`src/hw/rtl/bwtd_pkg.sv`:
```
// ----------------------------------------------------------------------------
// bwtd_pkg
// Shared types and constants for the inverse BWT block decoder.
// ----------------------------------------------------------------------------
package bwtd_pkg;

  localparam int NUM_SYMBOLS      = 'h100;
  localparam int SYM_W            = 8;
  localparam int PIDX_W           = 12;
  localparam int BLOCK_SIZE_DEF   = 4096;

  typedef enum logic [2:0] {
    ST_ACCEPTED  = 3'd0,
    ST_DATA      = 3'd1,
    ST_BAD_INDEX = 3'd2,
    ST_FULL      = 3'd3,
    ST_NONE      = 3'd4
  } status_t;

  typedef enum logic [3:0] {
    E_IDLE,
    E_LD_CNT,
    E_PFX_RD,
    E_PFX_WR,
    E_PL_RD,
    E_PL_SLOT,
    E_PL_WR,
    E_FT_LINK,
    E_FT_BYTE
  } eng_state_t;

  // classified request handed from front to engine
  typedef struct packed {
    logic              is_fetch;
    logic [SYM_W-1:0]  sym;
    logic [PIDX_W-1:0] pidx;
    logic              last;
  } op_t;

  typedef struct packed {
    logic             valid;
    logic [SYM_W-1:0] data;
    logic             last;
    status_t          status;
  } res_t;

endpackage

```
`src/hw/rtl/bwtd_front.sv`:
```
// ----------------------------------------------------------------------------
// bwtd_front
// Accepts requests, classifies them and queues them for the engine.
// ----------------------------------------------------------------------------
module bwtd_front (
  input  logic                       clk,
  input  logic                       rst_n,
  input  logic                       push,
  output logic                       full,
  input  logic                       req_type,
  input  logic [bwtd_pkg::SYM_W-1:0]  symbol,
  input  logic [bwtd_pkg::PIDX_W-1:0] primary_index,
  input  logic                       block_end,
  output logic                       op_valid,
  output bwtd_pkg::op_t              op,
  input  logic                       op_pop
);
  import bwtd_pkg::*;

  op_t        q_r [2];
  logic       wptr_r, rptr_r;
  logic [1:0] cnt_r;
  op_t        in_op;
  logic       do_push, do_pop;

  assign full     = (cnt_r == 2'd2);
  assign op_valid = (cnt_r != 2'd0);
  assign op       = q_r[rptr_r];
  assign do_push  = push && !full;
  assign do_pop   = op_pop && op_valid;

  always_comb begin
    in_op.is_fetch = req_type;
    in_op.sym      = symbol;
    in_op.pidx     = primary_index;
    in_op.last     = block_end && !req_type;
  end

  always_ff @(posedge clk) begin
    if (!rst_n) begin
      wptr_r <= 1'b0;
      rptr_r <= 1'b0;
      cnt_r  <= 2'd0;
    end else begin
      if (do_push) begin
        q_r[wptr_r] <= in_op;
        wptr_r      <= ~wptr_r;
      end
      if (do_pop) rptr_r <= ~rptr_r;
      cnt_r <= cnt_r + {1'b0, do_push} - {1'b0, do_pop};
    end
  end

endmodule

```
`config.mk`:
```
export PLATFORM = sky130hd
export DESIGN_NAME = bwtd_front
export DESIGN_NICKNAME = d
export VERILOG_FILES = /design/src/hw/rtl/bwtd_pkg.sv /design/src/hw/rtl/bwtd_front.sv
export SDC_FILE = /design/constraint.sdc
export NUM_CORES = 1
export LEC_CHECK = 0
export BUFFER_PORTS_ARGS = -buffer_cell sky130_fd_sc_hd__clkbuf_2
export CAP_MARGIN = 10
export CORE_MARGIN = 10
export CORE_UTILIZATION = 40
export CTS_CLUSTER_SIZE = 16
export DETAILED_ROUTE_END_ITERATION = 7
export SYNTH_ARGS = -nofsm -noshare
export SYNTH_HDL_FRONTEND = slang
export SYNTH_SLANG_ARGS = --single-unit
```
`constraint.sdc`:
```
create_clock -name clk -period 3.8 [get_ports clk]
set_clock_uncertainty 0.05 [all_clocks]
set_input_delay 0.95 -clock clk [delete_from_list [all_inputs] [get_ports clk]]
set_output_delay 0.95 -clock clk [all_outputs]
set_load 0.05 [all_outputs]
```
Word level (Yosys, flattened, before mapping)
Memory sizes are Yosys's and may differ from the RTL's. A register that Yosys moved wholly into a read port is not among the register bits.
Index checks and enable logic that the tools add are counted.
Widths: inputs -> output; s select.
{"block": "op_classes", "n_addsub": 2, "n_eq_ne": 1, "muxes": 5, "n_bitwise": 2, "reduce_logical": 6}
{"operator": "$mux 1", "count": 5}
{"operator": "$logic_and 1x1->1", "count": 3}
{"operator": "$add 2x1->2", "count": 1}
{"operator": "$eq 2x2->1 const B", "count": 1}
{"operator": "$logic_not 1->1", "count": 2}
{"operator": "$not 1->1", "count": 2}
{"operator": "$reduce_bool 2->1", "count": 1}
{"operator": "$sub 2x1->2", "count": 1}
{"block": "word_totals", "ff_bits": 4, "ramBits": 44, "in_bits": 26, "out_inout_bits": 24, "n_memories": 1}
{"memory": "q_r", "words": 2, "word_bits": 22, "read_ports": 1, "rd_clocked_by_memory_dff": 1, "wr": 1, "line_no": "bwtd_front.sv:20", "rtl": "op_t q_r [2];"}

Logic depth before layout (Yosys ltp)
Gate-level depths: netlist of run 1.
{"block": "depth", "word_depth": 6, "ltp_mapped": 9, "depth_no_buf": 9}

Least setup slack after synthesis of run 1
No wires, ideal clock.
{"block": "synth_path", "path_type": "input to register", "start": "input port rst_n", "end": "memory q_r[0][0] in the netlist's numbering, enable pin", "setup_time_ps": 401, "arrival_ps": 1983, "setup_slack_ps": 1366, "cell_stages": 2, "n_path_buf": 0, "path_cell_list": "nand3_1 -> nor2_1"}
{"block": "synth_via", "elab_chain_len": 2}
{"element": "from (decl)", "line_no": "bwtd_front.sv:7", "rtl": "input logic rst_n,"}
{"element": "$mux 1", "line_no": "bwtd_front.sv:40", "rtl": "if (!rst_n) begin"}
{"element": "$mux 1 (implied by the code)", "line_no": "bwtd_front.sv:46", "rtl": "q_r[wptr_r] <= in_op;"}
{"element": "to (decl)", "line_no": "bwtd_front.sv:20"}
Every way passes these cells.

==> impl.org, run 1 <==
** Routing
- In the detailed route, the total length drawn on met3 is 266 µm.
- The count of nets left with antenna violations once routing finished came out at 0.
- The first detailed-routing pass took 4 iterations.
- After detailed routing, no signal wire sits above met4.
- Total vias in the final route :: 967
- In the routed layout, each cell is associated on average with a via count of 4.67.
- Wires add up to 3400 µm.
- Starting DRC count in detailed routing :: 65
- Dividing the detail-routed wire length by the instance count gives 16.4 µm.
- After detailed routing, the met2 layer carries 1700 µm of wire.
- Length of routed wiring on met1 :: 1420 µm
- For this run, design rule violations remaining after detail routing come to 0.

** Worst setup path
- CP max-delay cell :: sky130_fd_sc_hd__mux2_1
- Largest stage delay, worst path :: 0.37 ns
- The worst setup path is captured at an output pin.
- R2R Path End :: q_r[0][9]$_DFFE_PP_
- Critical path class :: register to output pin
- The worst register-to-register path begins at cnt_r[0]$_SDFF_PN0_.
- Critical Path Fanout Max :: 22
- STA puts the critical path data required time at 2.80 ns.
- Worst endpoint data arrival time :: 1.59 ns
- R2R cell count :: 4
- The setup check on the worst reg-to-reg path leaves a slack of 1.78 ns.
- Traced cell by cell, the critical path runs through buf_4 -> mux2_1 -> clkbuf_2.
- STA classifies the critical path startpoint as a register.

** Clocking
- Clock sink count :: 49
- Number of buffers on the longest clock path :: 2
- Count of hold-fix buffers inserted at cts :: 0
- After clock tree synthesis, the clock-pin slew on the worst setup and hold paths is 0.08 ns.
- Clock latency of the later-clocked register in the worst-skew pair :: 0.29 ns
- Number of buffers inserted by post-CTS setup repair :: 0
- Number of instances resized during post-cts repair :: 0
- CTS tree :: done
- The tree is rooted in a sky130_fd_sc_hd__clkbuf_8.
- Clock tree synthesis inserted a total of 5 buffers.
- Level count of the clock H-tree :: 2

** STA
- Worst slew pin tran :: 0.900 ns
- Measured against its own limit, the worst slew margin works out to 0.399.
- Setup total negative slack on the finished layout was measured at 0 ns.
- Hold timing on the final database bottoms out at a slack of 0.496 ns.
- Post-route minimum period :: 2.59 ns
- Dividing the final minimum period by the clock period gives 0.680.
- Final setup violation count :: 0
- Setup repair after global routing left no endpoint under its margin.
- The number of endpoints with negative hold slack in the final report came to 0.
- Achievable clock frequency :: 0.387 GHz
- Number of pins exceeding their max-slew limit in the final report :: 0

** Power and ir drop
- In this run the power density over the cells is 663 mW/mm².
- Summed over all nets, the switching power comes to 0.566 mW.
- Leakage :: 0.936 nW
- The share of total power dissipated in the clock network is 0.184.
- Power Total :: 1.53 mW
- VDD sags by at most 380 µV.
- Switch share :: 0.369
- The internal portion of the total power is 0.966 mW.
- Sequential share of power :: 0.435
- The share of total power dissipated in combinational logic is 0.380.

** Status
- The flow ran to the end, and the final reports show no timing, DRC or antenna violations.

** Yosys
- The number of nets in the synthesized netlist is 123.
- The share of the Yosys chip area taken by registers is 0.742.
- Warning count from the yosys run :: 0
- Synthesis produced 95 cells.
- After synthesis, the mean cell area works out to 20.2 µm².
- The number of different library cells used by synthesis comes to 20.
- The synthesized design contains 49 register bits.
- Area of the mapped netlist :: 0.00192 mm²
- Counting flops with an async set or reset pin after synthesis yields a share of 0.
- Counting flops with a built-in enable in the synthesized netlist gives 44.
- The most used flip-flop cell after synthesis is sky130_fd_sc_hd__edfxtp_1.

** Final layout
- Compared with the post-synthesis result, the final layout area differs by 20.7%.
- Total Nets Final :: 180
- The top cell types in the final layout, fill and taps aside, are 49 x sky130_fd_sc_hd__clkbuf_2, 44 x sky130_fd_sc_hd__edfxtp_1, 20 x sky130_fd_sc_hd__mux2_4, 5 x sky130_fd_sc_hd__dfxtp_1, 5 x sky130_fd_sc_hd__clkbuf_8.
- Share of final-layout standard cells stronger than drive strength 1 :: 0.536
- Filler Cells Inserted :: 416
- Most common cell after layout, fill and taps aside :: sky130_fd_sc_hd__clkbuf_2
- Diode insertion count for antenna repair :: 0
- The finished cells cover 0.00231 mm².
- For this run, the number of standard cells in the final layout without fillers is 207.

** Hold path
- Counting instances, the worst hold path has a depth of 2.
- Hold Crit Start :: wptr_r$_SDFFE_PN0P_
- Hold-critical path endpoint :: wptr_r$_SDFFE_PN0P_
- Worst min-delay path category :: register to register

** Global routing
- Global-route wire length before repair :: 5220 µm
- Pin count of the biggest net entering global routing :: 23
- Via count of the first global-routing pass :: 1060
- Global-route congestion overflow total :: 0
- The number of antenna violations at the first check in global routing came to 0.
- Total routing usage reported by global routing :: 0.0874

** Die
- CORE AREA :: 0.00469 mm²
- Count of boundary I/O pins :: 50
- Full die area :: 0.00796 mm²
- Initial Utilization :: 0.408
- Count of standard-cell rows :: 25
- Die Height :: 89.2 µm
- Measured along the x axis, the die boundary spans 89.2 µm.

** Placement
- Weighted congestion reported at the end of routability-driven placement :: 0.710
- During placement, the flow inserted port buffers numbering 49.
- HPWL after detailed placement :: 2510 µm
- DP Area :: 0.00223 mm²
- Number of instances in the placed design :: 199

** Run
- Across the run, the number of max-cap violations was 0.
per-stage QoR:
step	setup slack [ns]	utilization
global placement	1.31	0.475
CTS	1.19	0.493
floorplan	1.37	-
global route	1.12	0.493
detailed placement	1.18	0.475
finish	1.21	0.493
power by group through the flow:
stage	logic, mW	registers, mW	clock network [mW]
6_report	0.583	0.667	0.282
5_1_grt	0.619	0.673	0.313
4_1_cts	0.594	0.667	0.293
3_5_place_dp	0.593	0.680	0
3_3_place_gp	0.582	0.676	0
2_1_floorplan	0.481	0.677	0
worst max path at each step:
stage / slack [ns] / startpoint / end
6_report: 1.21 / register / op[21]
5_1_grt: 1.12 / register / op[0]
3_3_place_gp: 1.31 / rst_n / q_r[0][3]$_DFFE_PP_
4_1_cts: 1.19 / register / op[0]
2_1_floorplan: 1.37 / rst_n / q_r[0][0]$_DFFE_PP_
3_5_place_dp: 1.18 / rst_n / q_r[0][7]$_DFFE_PP_
area by class of cell:
| type | instances | area (µm²) | share of cell area |
|---|---|---|---|
| Clock inverter | 3 | 12.5 | 0.00541 |
| Inverter | 3 | 11.3 | 0.00487 |
| Clock buffer | 5 | 68.8 | 0.0298 |
| Tap cell | 54 | 67.6 | 0.0292 |
| Multi-Input combinational cell | 41 | 463 | 0.200 |
| Sequential cell | 49 | 1420 | 0.615 |
| Timing Repair Buffer | 52 | 268 | 0.116 |
Yosys cell counts, types with 2 or more instances:
master	instances	area, µm²
sky130_fd_sc_hd__ha_1	2	25.0
sky130_fd_sc_hd__nor2b_1	3	18.8
sky130_fd_sc_hd__inv_1	2	7.51
sky130_fd_sc_hd__xnor2_1	3	26.3
sky130_fd_sc_hd__dfxtp_1	5	100
sky130_fd_sc_hd__and2_1	2	12.5
sky130_fd_sc_hd__buf_6	2	22.5
sky130_fd_sc_hd__edfxtp_1	44	1320
sky130_fd_sc_hd__mux2_1	2	22.5
sky130_fd_sc_hd__mux2_4	20	300
cell families (layout without fill, tap and decap cells):
| group | count (synthesis) | in the layout | synth area share |
|---|---|---|---|
| simple gates | 12 | 12 | 0.0372 |
| buf+inv | 5 | 63 | 0.0176 |
| mux | 22 | 22 | 0.169 |
| compound gates | 2 | 2 | 0.00784 |
| xor+xnor | 3 | 3 | 0.0137 |
| fa+ha+maj | 2 | 2 | 0.0131 |
| flops | 49 | 49 | 0.742 |
sequential cells by signal, summed over array words and instances, names as in the netlist, named ones only:
signal,cells
rptr_r,1
q_r,44
cnt_r,2
wptr_r,1
critical path, delay by kind of cell (launching register included):
kind                   cells  cell delay [ns]
buffers and inverters      2             0.60
flip-flops                 1             0.31
multiplexers               1             0.37
metal layers:
layer,track usage,vias up
met4,0.0260,0
met1,0.0937,465
met2,0.148,32
met5,0,-
li1,-,468
met3,0.0438,2
(Power assumes the default switching activity.)
==> inputs of run 2 (changes only) <==
ABC_AREA = 1   (was default)
clock period = 2.65 ns   (was 3.8 ns; I/O delays follow)
==> run 2 against run 1 <==
Clock-buffer cell count unchanged. Critical path depth unchanged. Power rose by 41%. Combinational power up 34%. Final cell count is 5.8% higher. Clock power rose by 46%. Sequential power up 45%. Wire length is 0.56% lower. Hold slack got worse by 0.022 ns. Cell area shrank 2.3%.
==> impl.org, run 2 <==
** Global routing
- Global-route congestion overflow total :: 0 (unchanged)
- The total routing usage reported by global routing came to 0.0884 (+0.000992).
- The number of global-route vias before repair came to 1142 (+7.7%).
- The pin count of the biggest net entering global routing came to 23 (unchanged).
- Global-route wire length before repair :: 5150 µm (-1.2%)
- Initial antenna violation count :: 0 (unchanged)

** Worst setup path
- In this run the critical register-to-register path is launched from cnt_r[1]$_SDFF_PN0_.
- Worst-case register-to-register setup slack :: 0.96 ns (-0.82 ns)
- R2R Path End :: cnt_r[1]$_SDFF_PN0_
- The data required time at the worst endpoint was 1.94 ns (-0.86 ns).
- The logic depth of the worst register-to-register path came to 10 (+6).
- The signal arrival time at the worst endpoint is 1.45 ns (-0.14 ns).
- The worst setup path is captured at an output pin.
- Critical Path Fanout Max :: 13 (-41%)
- Startpoint kind of the worst setup timing path :: register
- Critical path class :: register to output pin

** STA
- Based on the critical path, the design can be clocked at up to 0.463 GHz.
- Setup repair after global routing left no endpoint under its margin.
- Worst slew pin tran :: 0.307 ns (-0.593 ns)
- Of the available clock period, the critical path in the final layout requires 0.815.
- The max-slew headroom at the worst pin came to 0.795 (+0.396).
- The max-slew violation count is 0 (unchanged).
- Worst setup slack after layout :: 0.489 ns (-0.726 ns)
- Final setup violation count :: 0 (unchanged)
- The total negative setup slack is 0 ns (unchanged).
- Post-route minimum period :: 2.16 ns
- The number of endpoints with negative hold slack in the final report was 0 (unchanged).

** Final layout
- Share of final-layout standard cells stronger than drive strength 1 :: 0.515 (-0.0210)
- The final-stage net count is 194 (+7.8%).
- The library cell used most frequently in the layout, excluding fill and tap cells, is sky130_fd_sc_hd__clkbuf_2.
- Multi-input gate area :: 378 µm² (-18%)
- Relative to the synthesized area, the layout overhead comes to 22.1%.
- Leaving out fill and tap cells, the most frequent cells in the layout are 49 x sky130_fd_sc_hd__clkbuf_2, 44 x sky130_fd_sc_hd__edfxtp_1, 22 x sky130_fd_sc_hd__mux2_2, 9 x sky130_fd_sc_hd__inv_1, 9 x sky130_fd_sc_hd__nand2_1.
- Number of flip-flops in the largest register :: 44 (unchanged)
- Filler Cells Inserted :: 401 (-3.6%)
- The largest registers in the layout are q_r x44, cnt_r x2.
- Largest register by flop count :: q_r
- Footprint of the flip-flops and latches :: 0.00142 mm² (unchanged)
- Diode insertion count for antenna repair :: 0 (unchanged)

** Clocking
- Clock sink count :: 49 (unchanged)
- The clock input transition at the sequential cells of the worst setup and hold paths was 0.08 ns (about the same).
- Number of buffers on the longest clock path :: 2 (unchanged)
- The number of gates given a new drive strength after cts was 0 (unchanged).
- Clock root buffer :: sky130_fd_sc_hd__clkbuf_8
- Level count of the clock H-tree :: 2 (unchanged)
- TritonCTS built the clock tree.
- CTS buffer count :: 5 (unchanged)
- Count of hold-fix buffers inserted at cts :: 0 (unchanged)
- Number of buffers inserted by post-CTS setup repair :: 0 (unchanged)
- Clock latency of the later-clocked register in the worst-skew pair :: 0.29 ns (about the same)

** Yosys
- In the synthesized netlist the dominant register cell turns out to be sky130_fd_sc_hd__edfxtp_1.
- Leading cell types by count after synthesis :: 44 x sky130_fd_sc_hd__edfxtp_1, 22 x sky130_fd_sc_hd__mux2_2, 10 x sky130_fd_sc_hd__nor2_1
- Number of distinct library cells after synthesis :: 12 (-40%)
- Warning count from the yosys run :: 0 (unchanged)
- Synth async-reset ratio :: 0 (unchanged)
- After synthesis, the cell types taking the most area are sky130_fd_sc_hd__edfxtp_1 71%, sky130_fd_sc_hd__mux2_2 13%, sky130_fd_sc_hd__dfxtp_1 5.4%.
- The count of flip-flops with a built-in enable after synthesis was 44 (unchanged).
- The synthesized design spends more area on one cell type than any other, namely sky130_fd_sc_hd__edfxtp_1.
- The net count of the mapped netlist is 136 (+11%).
- The most common cell in the synthesized netlist is sky130_fd_sc_hd__edfxtp_1.
- The synthesized flop and latch total was 49 (unchanged).
- The post-synthesis instance total is 108 (+14%).
- The per-instance average area after synthesis is 17.1 µm² (-15%).
- Share of Yosys cell area claimed by the top area cell type :: 0.714 (+0.0243)
- Area of the mapped netlist :: 0.00185 mm² (-3.4%)
- The proportion of synthesized chip area in sequential cells is 0.768 (+0.0261).

** Routing
- TritonRoute pass-1 iters :: 3 (-1)
- Length of routed wiring on met1 :: 1240 µm (-13%)
- Wire length on met2 :: 1840 µm (+8.0%)
- Starting DRC count in detailed routing :: 49 (-25%)
- The total wire length was 3380 µm (-0.56%).
- Total vias in the final route :: 1021 (+5.6%)
- The post-route antenna net violation count was 0 (unchanged).
- The number of design rule violations left after detail routing was 0 (unchanged).
- Wire length on met3 :: 265 µm (-0.38%)
- The wire length per cell after detailed routing is 15.4 µm (-6.0%).
- Uppermost routed layer :: met4
- Vias per cell :: 4.66 (-0.20%)

** Placement
- The placed wire-length estimate is 2490 µm (-0.70%).
- Weighted congestion reported at the end of routability-driven placement :: 0.664 (-6.5%)
- The worst slack at placement was 0.745 ns (-0.437 ns).
- Total of buffers placed on input and output ports :: 49 (unchanged)

** Hold path
- The tightest min-delay check is of the register to register type.
- Hold Crit Start :: rptr_r$_SDFFE_PN0P_
- Hold Crit Depth :: 2 (unchanged)

** Die
- CORE AREA :: 0.00441 mm² (-5.9%)
- Die Span X :: 88.0 µm (-1.3%)
- The floorplan die area is 0.00775 mm² (-2.6%).
- Die Height :: 88.0 µm (-1.3%)
- Count of boundary I/O pins :: 50 (unchanged)
- The starting density of the core was 0.419 (+0.0110).
- The number of rows in the core area came to 24 (-4.0%).

** Power and ir drop
- Power density over the cells :: 956 mW/mm² (+44%)
- The worst supply voltage drop on vdd came to 435 µV (+14%).
- The leakage power was 0.904 nW (-3.4%).

** Run
- The max-capacitance violation count came to 0 (unchanged).

** Status
- Result of the run :: finished clean
run 2: layout make-up:
type                    instances  share of cell area
flip-flops and latches         49               0.629
inverters                       9              0.0150
multi-input cells              48               0.167
well taps                      52              0.0288
clock inverters                 3             0.00775
repair buffers                 53               0.122
clock buffers                   5              0.0305
run 2: cell families after synthesis:
kind of cell | Yosys count | synth area share
flops | 49 | 0.768
mux | 22 | 0.134
simple gates | 21 | 0.0439
buf+inv | 11 | 0.0304
compound gates | 3 | 0.0101
fa+ha+maj | 2 | 0.0135
run 2: how the worst max path moves through the flow:
stage,start,slack (ns),endpoint
after floorplan,push,0.52,q_r[0][0]$_DFFE_PP_
after global placement,register,0.81,op[8]
after CTS,register,0.47,op[1]
after detailed placement,op_pop,0.74,cnt_r[1]$_SDFF_PN0_
final,register,0.49,op[8]
after global routing,register,0.42,op[17]
run 2: report_power, final:
part | internal [mW] | switching, mW
combinational | 0.221 | 0.561
sequential | 0.934 | 0.0327
clock | 0.182 | 0.230
run 2: per-layer routing:
layer / up-vias / global-route usage
met5: - / 0
met4: 0 / 0.0342
met3: 4 / 0.0483
met2: 30 / 0.159
met1: 481 / 0.0814
li1: 506 / -
run 2: worst max-delay path: stages (launching register included):
cell                       delay, ns
sky130_fd_sc_hd__dfxtp_1        0.33
sky130_fd_sc_hd__buf_4          0.22
sky130_fd_sc_hd__mux2_2         0.36
sky130_fd_sc_hd__clkbuf_2       0.24
run 2: stage by stage:
step	hold WS, ns	cells	area [µm²]	power (mW)	util
floorplan	0.417	108	1850	1.60	-
global placement	0.439	211	2170	1.76	0.492
finish	0.474	219	2260	2.16	0.512
global route	0.492	219	2260	2.28	0.512
CTS	0.481	219	2260	2.20	0.512
detailed placement	0.458	211	2170	1.78	0.492
